===== src/ghfm_pkg.sv =====
// Package for the grid hole filler: sizing constants, register indexes and shared types.
// Used by every module of the block; depends on nothing.
package ghfm_pkg;

    localparam int MAX_WIDTH  = 1024;
    localparam int MAX_RADIUS = 4;

    localparam int WW  = $clog2(MAX_WIDTH + 1);
    localparam int CW  = $clog2(MAX_WIDTH);
    localparam int HW  = 16;
    localparam int RBW = $clog2(MAX_RADIUS + 1);
    localparam int DB  = RBW + 1;
    localparam int AW  = $clog2(2 * MAX_RADIUS * (MAX_WIDTH + 1) + 8);
    localparam int PW  = AW + 1;
    localparam int CNW = $clog2((2 * MAX_RADIUS + 1) * (2 * MAX_RADIUS + 1) + 1);
    localparam int SW  = 32 + CNW + 1;
    localparam int QDEPTH = 2;

    localparam logic [2:0] REG_GRID_WIDTH     = 3'd0;
    localparam logic [2:0] REG_GRID_HEIGHT    = 3'd1;
    localparam logic [2:0] REG_RADIUS         = 3'd2;
    localparam logic [2:0] REG_CIRCULAR_MODE  = 3'd3;
    localparam logic [2:0] REG_DEFAULT_ENABLE = 3'd4;
    localparam logic [2:0] REG_DEFAULT_VALUE  = 3'd5;
    localparam logic [2:0] REG_BAD_VALUE      = 3'd6;

    localparam logic [1:0] ST_COPIED = 2'd0;
    localparam logic [1:0] ST_FILLED = 2'd1;
    localparam logic [1:0] ST_BAD    = 2'd2;

    localparam logic CMD_SAMPLE = 1'b0;

    typedef struct packed {
        logic [WW-1:0]  w;
        logic [HW-1:0]  h;
        logic [RBW-1:0] r;
        logic           circ;
        logic           den;
        logic [31:0]    dval;
        logic [31:0]    bval;
    } cfg_t;

    typedef struct packed {
        logic [AW-1:0] addr;
        logic [CW-1:0] col;
        logic [HW-1:0] row;
        logic          last;
    } job_t;

    typedef struct packed {
        logic          en;
        logic [AW-1:0] addr;
        logic [32:0]   data;
    } wr_t;

endpackage


===== src/ghfm_queue.sv =====
// Short job queue that decouples the front end from the averaging back end.
// Depends on ghfm_pkg.
module ghfm_queue
    import ghfm_pkg::*;
(
    input  logic clk,
    input  logic rst_n,
    input  logic wr_valid,
    output logic wr_ready,
    input  job_t wr_job,
    output logic rd_valid,
    input  logic rd_ready,
    output job_t rd_job
);

    localparam int QA = $clog2(QDEPTH);

    job_t            slot_reg [QDEPTH];
    logic [QA-1:0]   head_reg, tail_reg;
    logic [QA:0]     count_reg;
    logic            push, pop;

    assign wr_ready = (count_reg != (QA+1)'(QDEPTH));
    assign rd_valid = (count_reg != '0);
    assign rd_job   = slot_reg[head_reg];
    assign push     = wr_valid && wr_ready;
    assign pop      = rd_valid && rd_ready;

    always_ff @(posedge clk or negedge rst_n)
    begin
        if (!rst_n)
        begin
            head_reg  <= '0;
            tail_reg  <= '0;
            count_reg <= '0;
        end
        else
        begin
            if (push)
                tail_reg <= (tail_reg == QA'(QDEPTH - 1)) ? '0 : tail_reg + 1'b1;
            if (pop)
                head_reg <= (head_reg == QA'(QDEPTH - 1)) ? '0 : head_reg + 1'b1;
            if (push && !pop)
                count_reg <= count_reg + 1'b1;
            else if (pop && !push)
                count_reg <= count_reg - 1'b1;
        end
    end

    always_ff @(posedge clk)
    begin
        if (push)
            slot_reg[tail_reg] <= wr_job;
    end

endmodule


===== config.mk =====
export PLATFORM = sky130hd
export DESIGN_NAME = ghfm_queue
export DESIGN_NICKNAME = d
export VERILOG_FILES = /design/src/ghfm_pkg.sv /design/src/ghfm_queue.sv
export SDC_FILE = /design/constraint.sdc
export NUM_CORES = 1
export LEC_CHECK = 0
export ABC_AREA = 1
export ABC_CLOCK_PERIOD_IN_PS = 8500
export BUFFER_PORTS_ARGS = -buffer_cell sky130_fd_sc_hd__buf_2
export CORE_AREA = 2 2 93 95
export CTS_BUF_LIST = sky130_fd_sc_hd__clkbuf_2 sky130_fd_sc_hd__clkbuf_4 sky130_fd_sc_hd__clkbuf_8
export DETAILED_ROUTE_END_ITERATION = 8
export DIE_AREA = 0 0 95 97
export GPL_TIMING_DRIVEN = 0
export PLACE_DENSITY_LB_ADDON = 0.12
export SETUP_SLACK_MARGIN = 0.1
export SYNTH_ARGS = -nofsm -noshare
export SYNTH_HDL_FRONTEND = slang
export SYNTH_SLANG_ARGS = --single-unit

===== constraint.sdc =====
create_clock -name clk -period 8.5 [get_ports clk]
set_clock_uncertainty 0.2 [all_clocks]
set_input_delay 0.425 -clock clk [delete_from_list [all_inputs] [get_ports clk]]
set_output_delay 0.425 -clock clk [all_outputs]
set_load 0.02 [all_outputs]

## Word level (Yosys, flattened, before mapping)

Memory sizes are Yosys's and may differ from the RTL's.
Index checks and enable logic that the tools add are counted.

- Add/sub/neg operators: 4
- Eq/ne operators: 1
- Multiplexer cells: 6
- Reduce and logical (&&, ||, !) cells: 8

Operator list:

| operator | count |
|---|---|
| 1-bit logical AND | 4 |
| 1-bit 2-to-1 mux | 4 |
| 2-bit 2-to-1 mux | 2 |
| 2-bit nonzero test | 2 |
| 1-bit adder, second input constant | 2 |
| 2-bit by 1-bit adder with 2-bit output, second input constant | 1 |
| 1-bit logical NOT | 2 |
| 2-bit != test, second input constant | 1 |
| 2-bit by 1-bit subtractor with 2-bit output, second input constant | 1 |

- Register bits: 4
- RAM bits: 82
- Input port bits: 45
- Output and inout bits: 43
- Word-level logic and storage cells: 23
- Memories: 1

Memories:

| memory | words | width | rd ports | clocked after memory_dff | write ports | line | RTL |
|---|---|---|---|---|---|---|---|
| slot_reg | 2 | 41 | 1 | 0 | 1 | ghfm_queue.sv:18 | `job_t slot_reg [QDEPTH];` |

## Logic depth before layout (Yosys ltp)

- Depth after elaboration: 6
- Depth in mapped cells: 10
- Gate-level depth less buffers: 10

## Worst setup path before layout

No wires, ideal clock.

- Path type: reg-to-reg
- Start point: register count_reg[0]
- End point: memory slot_reg[0][0] in the netlist's numbering, enable pin
- Setup time: 0.439 ns
- Arrival: 2.345 ns
- Required time: 7.861 ns
- Slack: 5.515 ns
- Stages on the path, launching flop included: 5
- Path buffers: 0
- Clock period less this slack: 2.985 ns
- Path through: dfrtp_1 > inv_2 > nand2_4 > nand2_4 > nor2_1

- Cells in the longest elaborated chain, start to end: 4

Ends and longest elaborated chain:

| element | line | RTL |
|---|---|---|
| from (decl) | ghfm_queue.sv:20 | `logic [QA:0] count_reg;` |
| from (signal assigned) | ghfm_queue.sv:44 | `count_reg <= count_reg + 1'b1;` |
| from (signal assigned) | ghfm_queue.sv:46 | `count_reg <= count_reg - 1'b1;` |
| 2-bit != test | ghfm_queue.sv:23 | `assign wr_ready = (count_reg != (QA+1)'(QDEPTH));` |
| via wr_ready | ghfm_queue.sv:9 | `output logic wr_ready,` |
| 1-bit logical AND | ghfm_queue.sv:26 | `assign push = wr_valid && wr_ready;` |
| 1-bit 2-to-1 mux | ghfm_queue.sv:52 | `if (push)` |
| 1-bit 2-to-1 mux (implied by the code) | ghfm_queue.sv:53 | `slot_reg[tail_reg] <= wr_job;` |
| to (decl) | ghfm_queue.sv:18 |  |

The timed path passes the listed nets, and every way through them passes these cells.

==> results.cfg <==
[outcome]
status = finished, final reports clean

[timing]
report.final.slew_viol_count = 0
fmax_mhz = 504
rsz0062_at_grt = false
period_needed_ns = 1.99
hold_violations = 0
setup_viol = 0
tightest_slew_ns = 0.700
finalSetupTns_ns = 0
maxSlewHeadroom = 0.532
finalCritPeriodShare = 0.234

[synth]
synth_area_um2 = 3340
synth.net_count = 289
ys_ff_latch = 86
yosysWarnings = 0
avgSynthCellArea_um2 = 13.7
ys_types = 17
synthCells = 243
seq_area_frac_synth = 0.768

[power]
power_leakage_nw = 1.79
internal_power_mw = 0.912
total_power_mw = 1.47
switching_share = 0.382
powerDensity_nw_per_um2 = 354
clock_power_share = 0.172
ir_drop_mv = 0.142
seqPwrFrac = 0.412
power_frac_comb = 0.416
switching_power_mw = 0.563

[route]
firstDrtPassIters = 4
ant_nets = 0
viasPerCell = 4.42
drc = 0
wl_per_cell_um = 12.3
num_vias = 2005
first_iter_violations = 62
drt-total-wl_mm = 5.59

[floorplanning]
die-area_um2 = 9220
io_pins = 88
initial_utilization = 0.410
die_x_um = 95
die_y_um = 97
rows = 33
core_area_um2 = 8130

[setup_path]
cp-start-kind = flop
cp_slowest_stage_delay_ns = 0.38
cp_max_fo = 10
crit_arrival_ns = 1.36
timing.rr.start = count_reg[0]
slowest_stage = dfrtp_1
worstReg2RegEnd = slot_reg[1][0]
critical_path_required_ns = 7.88
reg2reg_depth = 5
cp_top_family = buffers and inverters
worst-path-buf-inv = 4
worstSetupEndpointType = output port
cp_cell_sequence = buf_6 > inv_8 > buf_6 > nand2_1 > nand2_1 > buf_2
crit_type = flop to output port
reg2reg_slack_ns = 6.57

[place]
dp.cells = 437
globalplace.congestion = 0.749
dp_hpwl_mm = 3.72
port_buffers = 87

[global_routing]
grt_pass1_vias = 2037
grt_use_total = 0.129
grt_overflow = 0
grt_start_max_net_pins = 22
grt_pass1_wl_mm = 9.05
antenna_found_initial = 0

[clock_network]
ctsHtreeMaxLevel = 3
cts_root_buf = clkbuf_8
numCtsBuffers = 9
path_clk_slew_ns = 0.08
cts_setup_buffers = 0
clk_latency_ns = 0.34
clk_path_buf_depth = 2
clkSinkCount = 86
cts_tree = yes
cts-resized-gates = 0

[flow_run]
cap_violations = 0

[final_layout]
layout-drive-gt1-share = 0.401
area_growth_pct = 24.8
finalNonFillerCells = 454
final_util = 0.512
final_nets = 390
antenna_cells = 0
largest_reg_flops = 82

[min_path]
min_path_type = input pin to flop
min_to = slot_reg[1][13]
holdPathStages = 1
hold_start = wr_job[13]
-- layout make-up --
class                   count  area [µm²]
fillers                   747        3970
flip-flops and latches     86        2560
multi-input cells         141         636
repair buffers             90         500
clock buffers              11         145
well taps                 105         131
plain buffers               9         120
clock inverters             5        35.0
inverters                   7        33.8
-- per-stage QoR --
stage | instance area [µm²] | hold slack, ns | setup WS (ns)
floorplan | 3340 | -0.0706 | 5.52
global placement | 3900 | 0.0409 | 4.45
detailed placement | 3970 | 0.0433 | 6.53
CTS | 4160 | 0.0455 | 6.47
global route | 4160 | 0.0426 | 6.40
finish | 4160 | 0.0647 | 6.51
-- worst register-to-register path, stage by stage, from the launching register on --
cell     delay (ns)
dfrtp_1        0.40
inv_2          0.08
nand2_4        0.07
nand2_4        0.08
nor2_4         0.55
buf_16         0.25
-- power by group through the flow --
stage               clock network [mW]  logic [mW]  registers (mW)
global placement                     0       0.601           0.624
detailed placement                   0       0.631           0.617
CTS                              0.262       0.632           0.607
global route                     0.280       0.683           0.617
finish                           0.254       0.613           0.607
floorplan                            0       0.419           0.617
-- layout by cell type (no fill, tap or decap) --
cell type / instances
dlygate4sd3_1: 1
clkbuf_4: 1
inv_2: 2
nor2_4: 2
dfrtp_1: 4
clkinvlp_4: 4
nand2_4: 2
clkinv_2: 1
inv_8: 1
nand3_1: 2
buf_16: 2
xnor2_1: 1
buf_2: 87
ha_1: 1
clkbuf_8: 14
nand4_1: 1
nand2_2: 18
edfxtp_1: 82
xor2_2: 1
inv_1: 4
buf_6: 4
buf_12: 1
nand2_1: 113
-- worst max-delay path by stage --
| stage | from | to | cells after the start |
|---|---|---|---|
| final | head_reg | rd_job[34] | 6 |
| after global routing | head_reg | rd_job[33] | 6 |
| after CTS | head_reg | rd_job[0] | 6 |
| after detailed placement | wr_valid | slot_reg[0][3] | 4 |
| after global placement | wr_valid | slot_reg[0][3] | 3 |
| after floorplan | count_reg[0] | slot_reg[0][0] | 4 |
-- logic make-up (layout without fill, tap and decap cells) --
| family | Yosys count | count (layout) | share of synthesized area |
|---|---|---|---|
| xor+xnor | 2 | 2 | 0.00750 |
| buf+inv | 16 | 122 | 0.0461 |
| simple gates | 138 | 138 | 0.175 |
| fa+ha+maj | 1 | 1 | 0.00375 |
| flops | 86 | 86 | 0.768 |
-- metal layers --
| metal | share of wire | track usage | up-vias |
|---|---|---|---|
| met1 | 0.42 | 0.151 | 921 |
| met2 | 0.50 | 0.218 | 62 |
| met4 | 0.014 | 0.0591 | 0 |
| li1 | - | - | 1013 |
| met5 | 0 | 0 | - |
| met3 | 0.073 | 0.0366 | 9 |
-- Yosys cell counts --
cell,instances,area [µm²]
clkbuf_8,4,55.1
buf_6,4,45.0
nand2_4,2,22.5
buf_12,1,20.0
nor2_1,2,7.51
nand4_1,1,6.26
nand2_2,18,113
edfxtp_1,82,2460
inv_8,1,11.3
nand2_1,113,424
ha_1,1,12.5
xor2_2,1,16.3
nand3_1,2,10.0
dfrtp_1,4,100
xnor2_1,1,8.76
inv_1,4,15.0
inv_2,2,7.51
-- what timing repair did --
| action | 4_1_cts | 5_1_grt |
|---|---|---|
| hold buffers | 1 | 0 |
| hold endpoints to repair | 4 | 0 |
| endpoints found under the setup margin | 0 | 0 |
Power figures use the tool's default switching activity.
