### src/ghfm_pkg.sv
// Package for the grid hole filler: sizing constants, register indexes and shared types.
// Used by every module of the block; depends on nothing.
package ghfm_pkg;

    localparam int MAX_WIDTH  = 1024;
    localparam int MAX_RADIUS = 4;

    localparam int WW  = $clog2(MAX_WIDTH + 1);
    localparam int CW  = $clog2(MAX_WIDTH);
    localparam int HW  = 16;
    localparam int RBW = $clog2(MAX_RADIUS + 1);
    localparam int DB  = RBW + 1;
    localparam int AW  = $clog2(2 * MAX_RADIUS * (MAX_WIDTH + 1) + 8);
    localparam int PW  = AW + 1;
    localparam int CNW = $clog2((2 * MAX_RADIUS + 1) * (2 * MAX_RADIUS + 1) + 1);
    localparam int SW  = 32 + CNW + 1;
    localparam int QDEPTH = 2;

    localparam logic [2:0] REG_GRID_WIDTH     = 3'd0;
    localparam logic [2:0] REG_GRID_HEIGHT    = 3'd1;
    localparam logic [2:0] REG_RADIUS         = 3'd2;
    localparam logic [2:0] REG_CIRCULAR_MODE  = 3'd3;
    localparam logic [2:0] REG_DEFAULT_ENABLE = 3'd4;
    localparam logic [2:0] REG_DEFAULT_VALUE  = 3'd5;
    localparam logic [2:0] REG_BAD_VALUE      = 3'd6;

    localparam logic [1:0] ST_COPIED = 2'd0;
    localparam logic [1:0] ST_FILLED = 2'd1;
    localparam logic [1:0] ST_BAD    = 2'd2;

    localparam logic CMD_SAMPLE = 1'b0;

    typedef struct packed {
        logic [WW-1:0]  w;
        logic [HW-1:0]  h;
        logic [RBW-1:0] r;
        logic           circ;
        logic           den;
        logic [31:0]    dval;
        logic [31:0]    bval;
    } cfg_t;

    typedef struct packed {
        logic [AW-1:0] addr;
        logic [CW-1:0] col;
        logic [HW-1:0] row;
        logic          last;
    } job_t;

    typedef struct packed {
        logic          en;
        logic [AW-1:0] addr;
        logic [32:0]   data;
    } wr_t;

endpackage

### src/ghfm_if.sv
// Stream channel interfaces for sample beats in and result beats out.
// Depend on nothing but the package-free payload widths given here.
interface ghfm_in_if;
    logic        valid;
    logic        ready;
    logic        command;
    logic [31:0] sample_value;
    logic        sample_valid;
    modport source (output valid, command, sample_value, sample_valid, input ready);
    modport sink   (input valid, command, sample_value, sample_valid, output ready);
endinterface


### src/ghfm_front.sv
// Front end: accepts beats, writes samples to the line store and decides when a result is due.
// Depends on ghfm_pkg and ghfm_in_if.
module ghfm_front
    import ghfm_pkg::*;
(
    input  logic         clk,
    input  logic         rst_n,
    input  cfg_t         cfg,
    ghfm_in_if.sink      in_ch,
    output wr_t          wr,
    output logic         job_valid,
    input  logic         job_ready,
    output job_t         job
);

    typedef enum logic [2:0] {
        F_IDLE = 3'b001,
        F_MUL  = 3'b010,
        F_DEC  = 3'b100
    } fstate_t;

    fstate_t          state_reg, state_next;
    logic [AW-1:0]    wr_addr_reg, out_addr_reg;
    logic [PW-1:0]    pending_reg;
    logic [CW-1:0]    out_col_reg;
    logic [HW-1:0]    out_row_reg;
    logic [HW+WW:0]   idx_reg, last_reg;
    logic [RBW+WW:0]  need_reg;

    logic             accept, due, push;
    logic [HW+WW:0]   rem, need;
    logic             col_wrap, row_wrap;

    assign in_ch.ready = (state_reg == F_IDLE);
    assign accept      = in_ch.valid && in_ch.ready;

    assign wr.en   = accept && (in_ch.command == CMD_SAMPLE);
    assign wr.addr = wr_addr_reg;
    assign wr.data = {in_ch.sample_valid, in_ch.sample_value};

    assign col_wrap = ({1'b0, out_col_reg} + 1'b1) >= (CW+1)'(cfg.w);
    assign row_wrap = ({1'b0, out_row_reg} + 1'b1) >= {1'b0, cfg.h};

    always_comb
    begin
        rem  = (idx_reg > last_reg) ? '0 : last_reg - idx_reg;
        need = ((HW+WW+1)'(need_reg) < rem) ? (HW+WW+1)'(need_reg) : rem;
        due  = (pending_reg != '0) && ((HW+WW+1)'(pending_reg) >= need + 1'b1);
    end

    assign job_valid = (state_reg == F_DEC) && due;
    assign push      = job_valid && job_ready;
    assign job.addr  = out_addr_reg;
    assign job.col   = out_col_reg;
    assign job.row   = out_row_reg;
    assign job.last  = col_wrap && row_wrap;

    always_comb
    begin
        state_next = state_reg;
        unique case (state_reg)
            F_IDLE:  if (accept) state_next = F_MUL;
            F_MUL:   state_next = F_DEC;
            F_DEC:   if (!due || push) state_next = F_IDLE;
            default: state_next = F_IDLE;
        endcase
    end

    always_ff @(posedge clk or negedge rst_n)
    begin
        if (!rst_n)
        begin
            state_reg    <= F_IDLE;
            wr_addr_reg  <= '0;
            out_addr_reg <= '0;
            pending_reg  <= '0;
            out_col_reg  <= '0;
            out_row_reg  <= '0;
        end
        else
        begin
            state_reg <= state_next;
            if (wr.en)
            begin
                wr_addr_reg <= wr_addr_reg + 1'b1;
                pending_reg <= pending_reg + 1'b1;
            end
            else if (push)
            begin
                pending_reg <= pending_reg - 1'b1;
            end
            if (push)
            begin
                out_addr_reg <= out_addr_reg + 1'b1;
                if (col_wrap)
                begin
                    out_col_reg <= '0;
                    out_row_reg <= row_wrap ? '0 : out_row_reg + 1'b1;
                end
                else
                begin
                    out_col_reg <= out_col_reg + 1'b1;
                end
            end
        end
    end

    // Products for the readiness test, registered ahead of the compare.
    always_ff @(posedge clk)
    begin
        if (state_reg == F_MUL)
        begin
            idx_reg  <= (HW+WW+1)'(out_row_reg * cfg.w) + (HW+WW+1)'(out_col_reg);
            last_reg <= (HW+WW+1)'(cfg.h * cfg.w) - 1'b1;
            need_reg <= (RBW+WW+1)'(cfg.r * cfg.w) + (RBW+WW+1)'(cfg.r);
        end
    end

endmodule

### src/flat_wrapper.sv
// flat-port wrapper written by rule: the top's interface ports become plain ports
module ghfm_front_flat import ghfm_pkg::*;
  (clk, rst_n, cfg, wr, job_valid, job_ready, job, in_ch_valid, in_ch_command, in_ch_sample_value, in_ch_sample_valid, in_ch_ready);
  ghfm_in_if in_ch_i ();
  input  logic clk;
  input  logic rst_n;
  input  cfg_t cfg;
  output wr_t wr;
  output logic job_valid;
  input  logic job_ready;
  output job_t job;
  input wire logic [$bits(in_ch_i.valid)-1:0] in_ch_valid;
  input wire logic [$bits(in_ch_i.command)-1:0] in_ch_command;
  input wire logic [$bits(in_ch_i.sample_value)-1:0] in_ch_sample_value;
  input wire logic [$bits(in_ch_i.sample_valid)-1:0] in_ch_sample_valid;
  output wire logic [$bits(in_ch_i.ready)-1:0] in_ch_ready;
  assign in_ch_i.valid = in_ch_valid;
  assign in_ch_i.command = in_ch_command;
  assign in_ch_i.sample_value = in_ch_sample_value;
  assign in_ch_i.sample_valid = in_ch_sample_valid;
  assign in_ch_ready = in_ch_i.ready;
  ghfm_front u_core (.clk(clk), .rst_n(rst_n), .cfg(cfg), .in_ch(in_ch_i), .wr(wr), .job_valid(job_valid), .job_ready(job_ready), .job(job));
endmodule
### config.mk
export PLATFORM = sky130hd
export DESIGN_NAME = ghfm_front_flat
export DESIGN_NICKNAME = d
export VERILOG_FILES = /design/src/ghfm_pkg.sv /design/src/ghfm_if.sv /design/src/ghfm_front.sv /design/src/flat_wrapper.sv
export SDC_FILE = /design/constraint.sdc
export NUM_CORES = 1
export LEC_CHECK = 0
export BUFFER_PORTS_ARGS = -buffer_cell sky130_fd_sc_hd__buf_2
export CAP_MARGIN = 30
export CORE_ASPECT_RATIO = 1.25
export CORE_UTILIZATION = 30
export CTS_CLUSTER_DIAMETER = 200
export DETAILED_ROUTE_END_ITERATION = 10
export PLACE_DENSITY_LB_ADDON = 0.3
export SKIP_LAST_GASP = 1
export SLEW_MARGIN = 20
export SYNTH_ARGS = -nofsm -noshare
export SYNTH_HDL_FRONTEND = slang
export SYNTH_SLANG_ARGS = --single-unit
### constraint.sdc
create_clock -name clk -period 10.6 [get_ports clk]
set_clock_uncertainty 0.05 [all_clocks]
set_input_delay 1.06 -clock clk [delete_from_list [all_inputs] [get_ports clk]]
set_output_delay 1.06 -clock clk [all_outputs]
set_load 0.01 [all_outputs]
### Yosys cells after proc, flatten, opt, wreduce, memory -nomap -nowiden

Index checks and enable logic that the tools add are counted.

| word-level totals | value |
|---|---|
| register bits after elaboration | 143 |
| input port bits | 134 |
| output and inout bits | 91 |
| logic and storage cells | 57 |

| operators by class | value |
|---|---|
| add/subtract/negate cells | 13 |
| multiply operators | 3 |
| $lt $le $gt $ge | 5 |
| equality and inequality tests | 5 |
| multiplexer cells | 9 |
| bitwise gates (word level) | 1 |
| reductions and logical operators | 12 |

Operator list:

| kind | count |
|---|---|
| two-way mux 28 bit | 2 |
| multiplier 16 x 11 -> 27 bit | 2 |
| two-way mux 15 bit | 2 |
| adder 14 x 1 -> 14 bit (second input constant) | 2 |
| adder 27 x 10 -> 28 bit | 1 |
| adder 28 x 1 -> 28 bit (second input constant) | 1 |
| greater-or-equal comparator 15 x 28 -> 1 bit | 1 |
| greater-than comparator 28 bit | 1 |
| < comparator 15 x 28 -> 1 bit | 1 |
| subtractor 27 x 1 -> 28 bit (second input constant) | 1 |
| subtractor 28 bit | 1 |
| adder 16 x 1 -> 17 bit (second input constant) | 1 |
| greater-or-equal comparator 17 x 16 -> 1 bit | 1 |
| adder 16 x 1 -> 16 bit (second input constant) | 1 |
| two-way mux 16 bit | 1 |
| adder 14 x 3 -> 15 bit | 1 |
| adder 15 x 1 -> 15 bit (second input constant) | 1 |
| nonzero test 15 bit | 1 |
| subtractor 15 x 1 -> 15 bit (second input constant) | 1 |
| multiplier 3 x 11 -> 14 bit | 1 |
| adder 10 x 1 -> 11 bit (second input constant) | 1 |
| greater-or-equal comparator 11 bit | 1 |
| adder 10 x 1 -> 10 bit (second input constant) | 1 |
| two-way mux 10 bit | 1 |
| other kinds (12) | 20 |

### Logic depth before layout (Yosys ltp)

Gate-level depths: netlist of the first run.

| depth | value |
|---|---|
| word-level depth | 12 |
| mapped depth | 45 |
| gate-level depth less buffers | 42 |

### Worst setup path before layout of the first run

OpenSTA, ideal clock, no wires.

| timing | value |
|---|---|
| path kind | register to output |
| start point | register u_core.last_reg[0] |
| end point | output job_valid |
| arrival | 7.865 ns |
| data required time | 9.490 ns |
| slack | 1.625 ns |
| stages on the path, launching flop included | 42 |
| path buffers | 2 |
| cells stage by stage | edfxtp_1 inv_1 ha_1 inv_1 fa_1 a211oi_1 o211ai_1 nand3_1 a211oi_1 nor4_1 a21oi_1 or2_2 clkbuf_1 and2_1 inv_1 ha_1 a21o_1 a21oi_1 (+6 left out) buf_2 mux2i_1 inv_1 ha_1 nand3_1 nor4_1 or4b_2 nand2_1 and3b_1 ha_1 nand3_1 a21oi_1 o21ai_0 a31o_2 a21oi_1 o41a_1 inv_1 mux2i_1 |

| between the ends | value |
|---|---|
| longest elaborated chain between the ends | 8 |
| elaborated cells between the ends (all ways) | 9 |
| classes of those cells | add/sub (2); order compare (3); mux (2); reduce/logical (2) |

RTL lines:

| what | RTL line | RTL |
|---|---|---|
| start, declared | ghfm_front.sv:27 | `logic [HW+WW:0] idx_reg, last_reg;` |
| start signal, assigned | ghfm_front.sv:114 | `last_reg <= (HW+WW+1)'(cfg.h * cfg.w) - 1'b1;` |
| subtractor 28 bit / greater-than comparator 28 bit (equally long branches) | ghfm_front.sv:46 | `rem = (idx_reg > last_reg) ? '0 : last_reg - idx_reg;` |
| two-way mux 28 bit * | ghfm_front.sv:46 |  |
| < comparator 15 x 28 -> 1 bit | ghfm_front.sv:47 | `need = ((HW+WW+1)'(need_reg) < rem) ? (HW+WW+1)'(need_reg) : rem;` |
| two-way mux 28 bit * | ghfm_front.sv:47 |  |
| adder 28 x 1 -> 28 bit * | ghfm_front.sv:48 | `due = (pending_reg != '0) && ((HW+WW+1)'(pending_reg) >= need + 1'b1);` |
| greater-or-equal comparator 15 x 28 -> 1 bit * | ghfm_front.sv:48 |  |
| logical AND 1 bit * | ghfm_front.sv:48 |  |
| logical AND 1 bit * | ghfm_front.sv:51 | `assign job_valid = (state_reg == F_DEC) && due;` |
| end, declared | flat_wrapper.sv:9 | `output logic job_valid;` |

Mark *: on every way between the ends. The rest lies on a longest branch, timed or not.

### Final worst setup path of the first run

Ends and elaborated chain as after synthesis.

==> out/qor.yml, run 1 <==
overflow: 0
async_flop_share_pct: 50.3
post-route-drc-count: 0
fp-row-count: 113
peakVddDrop_mv: 0.147
post_cts_buffers: 0
core_um2: 75900
netlist_top_cells_area: "fa_1 25%, ha_1 15%, edfxtp_1 9.3%, dfrtp_1 7.7%, inv_1 7.0%"
h-tree-depth: 4
antenna_found_initial: 1
worstSetupPathType: "flip-flop to output pin"
maxCapViolations: 0
finalCriticalPeriod_ps: 9940
critPathTopFamily: "compound AO/OA/AOI/OAI gates"
synth_top_flop_cell: "edfxtp_1"
regArea_um2: 3940
dp_hpwl_um: 49000
finalHoldViolations: 0
cp_slowest_stage_delay_ps: 610
die_w_um: 250
min_path_type: "flip-flop to flip-flop"
cts_buffers: 17
grt_max_degree: 59
timing.final.crit_share_pct: 93.8
critPathMaxFanout: 17
layout_setup_ws_ps: 658
ios: 225
firstDrtPassIters: 5
cts_tree: "done"
drv_slew: 0
grt_pass1_vias: 18100
avgSynthCellArea_um2: 8.79
critPathSlowestCell: "or4b_2"
antenna_cells: 0
netlist.area_leader.share_pct: 24.5
drt_first_iter_violations: 906
grt_pass1_wl_um: 98200
layout-drive-gt1-share_pct: 7.05
max_freq_ghz: 0.101
ant_nets: 0
syn_to_final_growth_pct: 8.19
grtUsageTotal_pct: 16.0
cts_root_buf: "clkbuf_16"
status: "finished, final reports clean"
setup_viol: 0
synth_largest_area_cell: "fa_1"
cp-end-kind: "output pin"
via_per_inst: 4.89
leakagePower_uw: 0.0122
worst_slew_pin_slew_ps: 950
cts_sinks: 143
nFillCells: 7980
fin_nets: 3318
worstSetupStartpointType: "flip-flop"
wl_per_cell_um: 16.8
die_area_um2: 77900
gp_congestion: 0.883
num_vias: 17700
synthesis.area_um2: 23000
cp.required_ps: 9490
p_per_area_nw_per_um2: 198
start_util_pct: 30.3
yosys_warnings: 0
final_cell_mix: "432 x inv_1, 361 x nand2_1, 282 x fa_1"
synth_edf_count: 71
routed_wl_um: 60800
timing.hold.ws_ps: 418
rsz0062_at_grt: "false"
ys_ff_latch: 143
critPathArrivalTime_ps: 8830
synthesis.nets: 3312
crit_buf_inv: 5
die_h_um: 312
reg2reg_from: "u_core.last_reg[0]$_DFFE_PP_"
crit_path_start: "u_core.last_reg[0]$_DFFE_PP_"
maxSlewHeadroom_pct: 36.3
min_from: "u_core.wr_addr_reg[13]$_DFFE_PN0P_"
yosysSeqAreaShare_pct: 17.1
portBuffers: 92
post-place-ws_ps: 716
final.setup.tns_ps: 0
cts.clk_slew.worst_paths_ps: 60
total_power_uw: 4930
ys_types: 72
layout_commonest_cell: "inv_1"
clk-insertion-delay-late_ps: 450
syn_inst: 2620
multi_input_area_um2: 16900
cts.path.max_buffers: 2
-- layout make-up --
class | count | share of cell area [%]
inverters | 432 | 6.51
well taps | 977 | 4.91
clock buffers | 21 | 1.86
multi-input cells | 1917 | 67.9
repair buffers | 115 | 2.63
flip-flops and latches | 143 | 15.8
clock inverters | 11 | 0.422
-- cell usage after synthesis (5+ instances only) --
cell type / n
a21o_1: 43
o21a_1: 18
nand4_1: 33
o31a_1: 5
xor2_1: 44
or2_2: 7
nand2_1: 361
a31oi_1: 6
a21oi_1: 106
o21bai_1: 18
nor3_1: 33
and4_1: 5
nand3_1: 57
or4_1: 5
inv_1: 432
o31ai_1: 5
nor4_1: 10
nor2b_1: 22
nor3b_1: 8
mux2_1: 5
clkbuf_1: 85
mux2_2: 11
buf_4: 34
nor2_1: 124
o211ai_1: 9
a211oi_1: 9
dfrtp_1: 71
nand2b_1: 18
fa_1: 282
edfxtp_1: 71
xnor2_1: 98
mux2i_1: 15
and2_1: 102
ha_1: 276
buf_2: 5
or3_1: 19
and3_1: 22
o21ai_0: 79
o2111ai_1: 5
-- repair_timing --
| action | in CTS | in global routing |
|---|---|---|
| setup endpoints to repair | 0 | 1 |
| hold buffers | 0 | 0 |
| resized for setup | 0 | 8 |
-- path summary, 6_finish.rpt --
path / to / depth (start not counted) / slack, ps
worst max register to register: u_core.pending_reg[3]$_DFFE_PN0P_ / 43 / 1490
worst min register to register: u_core.wr_addr_reg[13]$_DFFE_PN0P_ / 1 / 420
max in group asynchronous: u_core.out_row_reg[12]$_DFFE_PN0P_ / 2 / 9390
worst max-delay path: job_valid / 41 / 660
worst min-delay path: u_core.wr_addr_reg[13]$_DFFE_PN0P_ / 1 / 420
min in group asynchronous: u_core.wr_addr_reg[10]$_DFFE_PN0P_ / 1 / 510
-- metal layers --
metal	global-route usage [%]	wire length, um	vias to the layer above
li1	-	-	8475
met1	19.6	26200	8840
met2	29.5	31600	265
met3	1.38	1360	84
met4	4.74	1530	2
met5	0	13	-
-- power breakdown --
| part | total (uW) | internal [uW] | leakage, uW | switching [uW] |
|---|---|---|---|---|
| Clock | 601 | 340 | 0.000279 | 261 |
| Sequential | 925 | 826 | 0.00159 | 99.5 |
| Combinational | 3410 | 1460 | 0.0103 | 1950 |
-- metrics by stage --
step / area [um2] / utilization [%] / cells
floorplan: 23000 / - / 2620
global placement: 24300 / 32.0 / 3583
detailed placement: 24300 / 32.0 / 3584
CTS: 24900 / 32.8 / 3616
global route: 24900 / 32.8 / 3616
finish: 24900 / 32.8 / 3616
-- worst register-to-register path, delay by kind of cell (launching register included) --
kind            cells  cell delay [ps]
compound gates     17             3140
fa+ha+maj           5             1350
buf+inv             4              470
flops               1              360
mux                 2              650
simple gates       15             2990
-- cell families after synthesis --
family | after synthesis | synth area share, %
simple gates | 841 | 17.4
compound gates | 345 | 9.49
flops | 143 | 17.1
buf+inv | 560 | 9.71
xor+xnor | 142 | 5.40
mux | 31 | 1.43
fa+ha+maj | 558 | 39.5
Power figures use the tool's default switching activity.
==> inputs of run 2 (changes only) <==
- PLACE_DENSITY_LB_ADDON: 0.3 -> 0.25
==> run 2 against run 1 <==
Cell area rose by 0.23%. Register-to-register slack barely moved. Sequential power rose by 0.4%. Combinational power barely moved. First-iteration DRC count rose by 11%. Largest cell class unchanged.
==> out/qor.yml, run 2 (synthesis gave the netlist of run 1 again) <==
status: "finished, final reports clean"
final.setup.tns_ps: 0  # unchanged
r2r_slack_ps: 1490  # about the same
timing.final.crit_share_pct: 92.8  # -1.0 points
die_h_um: 312  # unchanged
hold_end: "u_core.wr_addr_reg[13]$_DFFE_PN0P_"
nFillCells: 8057  # +0.96%
timing.hold.ws_ps: 422  # +3.82 ps
worstSetupPathType: "flip-flop to output pin"
worstSetupStartpointType: "flip-flop"
cts_buffers: 17  # unchanged
syn_to_final_growth_pct: 8.44
post_cts_buffers: 0  # unchanged
dp_hpwl_um: 49600  # +1.2%
peakVddDrop_mv: 0.165  # +12%
drv_slew: 0  # unchanged
ios: 225  # unchanged
r2r_end: "u_core.out_col_reg[5]$_DFFE_PN0P_"
start_util_pct: 30.3  # unchanged
combPwrFrac_pct: 68.4  # -0.7 points
gp_congestion: 0.845  # -4.4%
min_path_type: "flip-flop to flip-flop"
leakagePower_uw: 0.0122  # +0.17%
maxSlewHeadroom_pct: 41.3  # +5.0 points
clk-insertion-delay-late_ps: 480  # +30 ps
min_from: "u_core.wr_addr_reg[13]$_DFFE_PN0P_"
die_area_um2: 77900  # unchanged
internal_power_uw: 2620  # -0.22%
cp.required_ps: 9490  # about the same
ff2ff_path_depth: 43  # unchanged
die_w_um: 250  # unchanged
finalHoldViolations: 0  # unchanged
cp_slowest_stage_delay_ps: 600  # about the same
fp-row-count: 113  # unchanged
critPathMaxFanout: 10  # -7
ant_nets: 0  # unchanged
routed_wl_um: 61500  # +1.1%
h-tree-depth: 4  # unchanged
cts_root_buf: "clkbuf_16"
wl_per_cell_um: 17.0  # +1.1%
layout-drive-gt1-share_pct: 7.05  # about the same
max_freq_ghz: 0.102  # +1.1%
overflow: 0  # unchanged
portBuffers: 92  # unchanged
clockPowerShare_pct: 12.9  # +0.7 points
rsz0062_at_grt: "false"
setup_viol: 0  # unchanged
num_vias: 17600  # -0.37%
final_cell_mix: "432 x inv_1, 361 x nand2_1, 282 x fa_1"
p_sw_uw: 2360  # +2.3%
worstHoldPathCells: 1  # unchanged
drt_first_iter_violations: 1008  # +11%
grtUsageTotal_pct: 16.3  # +0.31 points
antenna_found_initial: 3  # +2
p_seq_share_pct: 18.7  # about the same
firstDrtPassIters: 7  # +2
reg2reg_from: "u_core.last_reg[0]$_DFFE_PP_"
cts_sinks: 143  # unchanged
worst_slew_pin_slew_ps: 876  # -74.3 ps
critPathArrivalTime_ps: 8730  # -100 ps
grt_max_degree: 73  # +24%
p_per_area_nw_per_um2: 199  # +0.72%
via_per_inst: 4.86  # -0.42%
cts.clk_slew.worst_paths_ps: 70  # about the same
post-route-drc-count: 0  # unchanged
cp-end-kind: "output pin"
grt_pass1_vias: 17700  # -2.2%
critPathSlowestCell: "or4b_2"
p_sw_share_pct: 47.4  # +0.62 points
maxCapViolations: 0  # unchanged
layout_commonest_cell: "inv_1"
grt_pass1_wl_um: 98800  # +0.56%
cts_tree: "done"
core_um2: 75900  # unchanged
finalCriticalPeriod_ps: 9840  # -107 ps
cts.path.max_buffers: 2  # unchanged
fin_nets: 3317  # -0.030%
## run 2: worst max-delay path by stage
stage                                      start  slack, ps        end  cells after the start
global placement    u_core.last_reg[0]$_DFFE_PP_        940  job_valid                     40
global route        u_core.last_reg[0]$_DFFE_PP_         60  job_valid                     41
floorplan           u_core.last_reg[0]$_DFFE_PP_       1630  job_valid                     41
finish              u_core.last_reg[0]$_DFFE_PP_        760  job_valid                     41
detailed placement  u_core.last_reg[0]$_DFFE_PP_        850  job_valid                     40
CTS                 u_core.last_reg[0]$_DFFE_PP_        270  job_valid                     40
## run 2: power by group through the flow
| stage | clock network (uW) | logic [uW] | registers, uW |
|---|---|---|---|
| 2_1_floorplan | 0 | 2640 | 911 |
| 3_3_place_gp | 0 | 3400 | 942 |
| 3_5_place_dp | 0 | 3410 | 943 |
| 4_1_cts | 664 | 3440 | 932 |
| 5_1_grt | 686 | 3890 | 941 |
| 6_report | 644 | 3410 | 929 |
## run 2: per-stage QoR
| stage | setup slack, ps | area (um2) | std cells | util, % | power [uW] |
|---|---|---|---|---|---|
| detailed placement | 846 | 24300 | 3582 | 32.0 | 4350 |
| global route | 64.3 | 25000 | 3615 | 32.9 | 5520 |
| global placement | 942 | 24300 | 3581 | 32.0 | 4350 |
| CTS | 271 | 24900 | 3614 | 32.8 | 5040 |
| finish | 764 | 25000 | 3618 | 32.9 | 4980 |
| floorplan | 1630 | 23000 | 2620 | - | 3550 |
## run 2: area by class of cell
cell class                      instances  area, um2  share of cell area, %
Antenna cell                            3       7.51                 0.0301
Clock buffer                           17        425                   1.70
Clock inverter                         15        189                  0.757
Inverter                              432       1620                   6.49
Multi-Input combinational cell       1917      16900                   67.7
Sequential cell                       143       3940                   15.8
Tap cell                              977       1220                   4.89
Timing Repair Buffer                  114        661                   2.65
## run 2: critical path: cells and delay by family (launching register included)
| family | cells | cell delay, ps |
|---|---|---|
| simple gates | 13 | 2650 |
| mux | 1 | 220 |
| flops | 1 | 360 |
| buf+inv | 5 | 510 |
| fa+ha+maj | 5 | 1340 |
| compound gates | 17 | 3150 |
## run 2: timing repair
| action | CTS | global route |
|---|---|---|
| hold endpoints to repair | 0 | 0 |
| gates resized for setup | 0 | 8 |
| hold buffers | 0 | 0 |
| endpoints found under the setup margin | 0 | 1 |
## run 2: metal layers
metal / vias to the layer above / routed length [um] / global-route usage (%)
li1: 8486 / - / -
met1: 8738 / 26300 / 20.4
met2: 297 / 31500 / 29.1
met3: 76 / 2320 / 2.12
met4: 4 / 1360 / 4.69
met5: - / 27 / 0
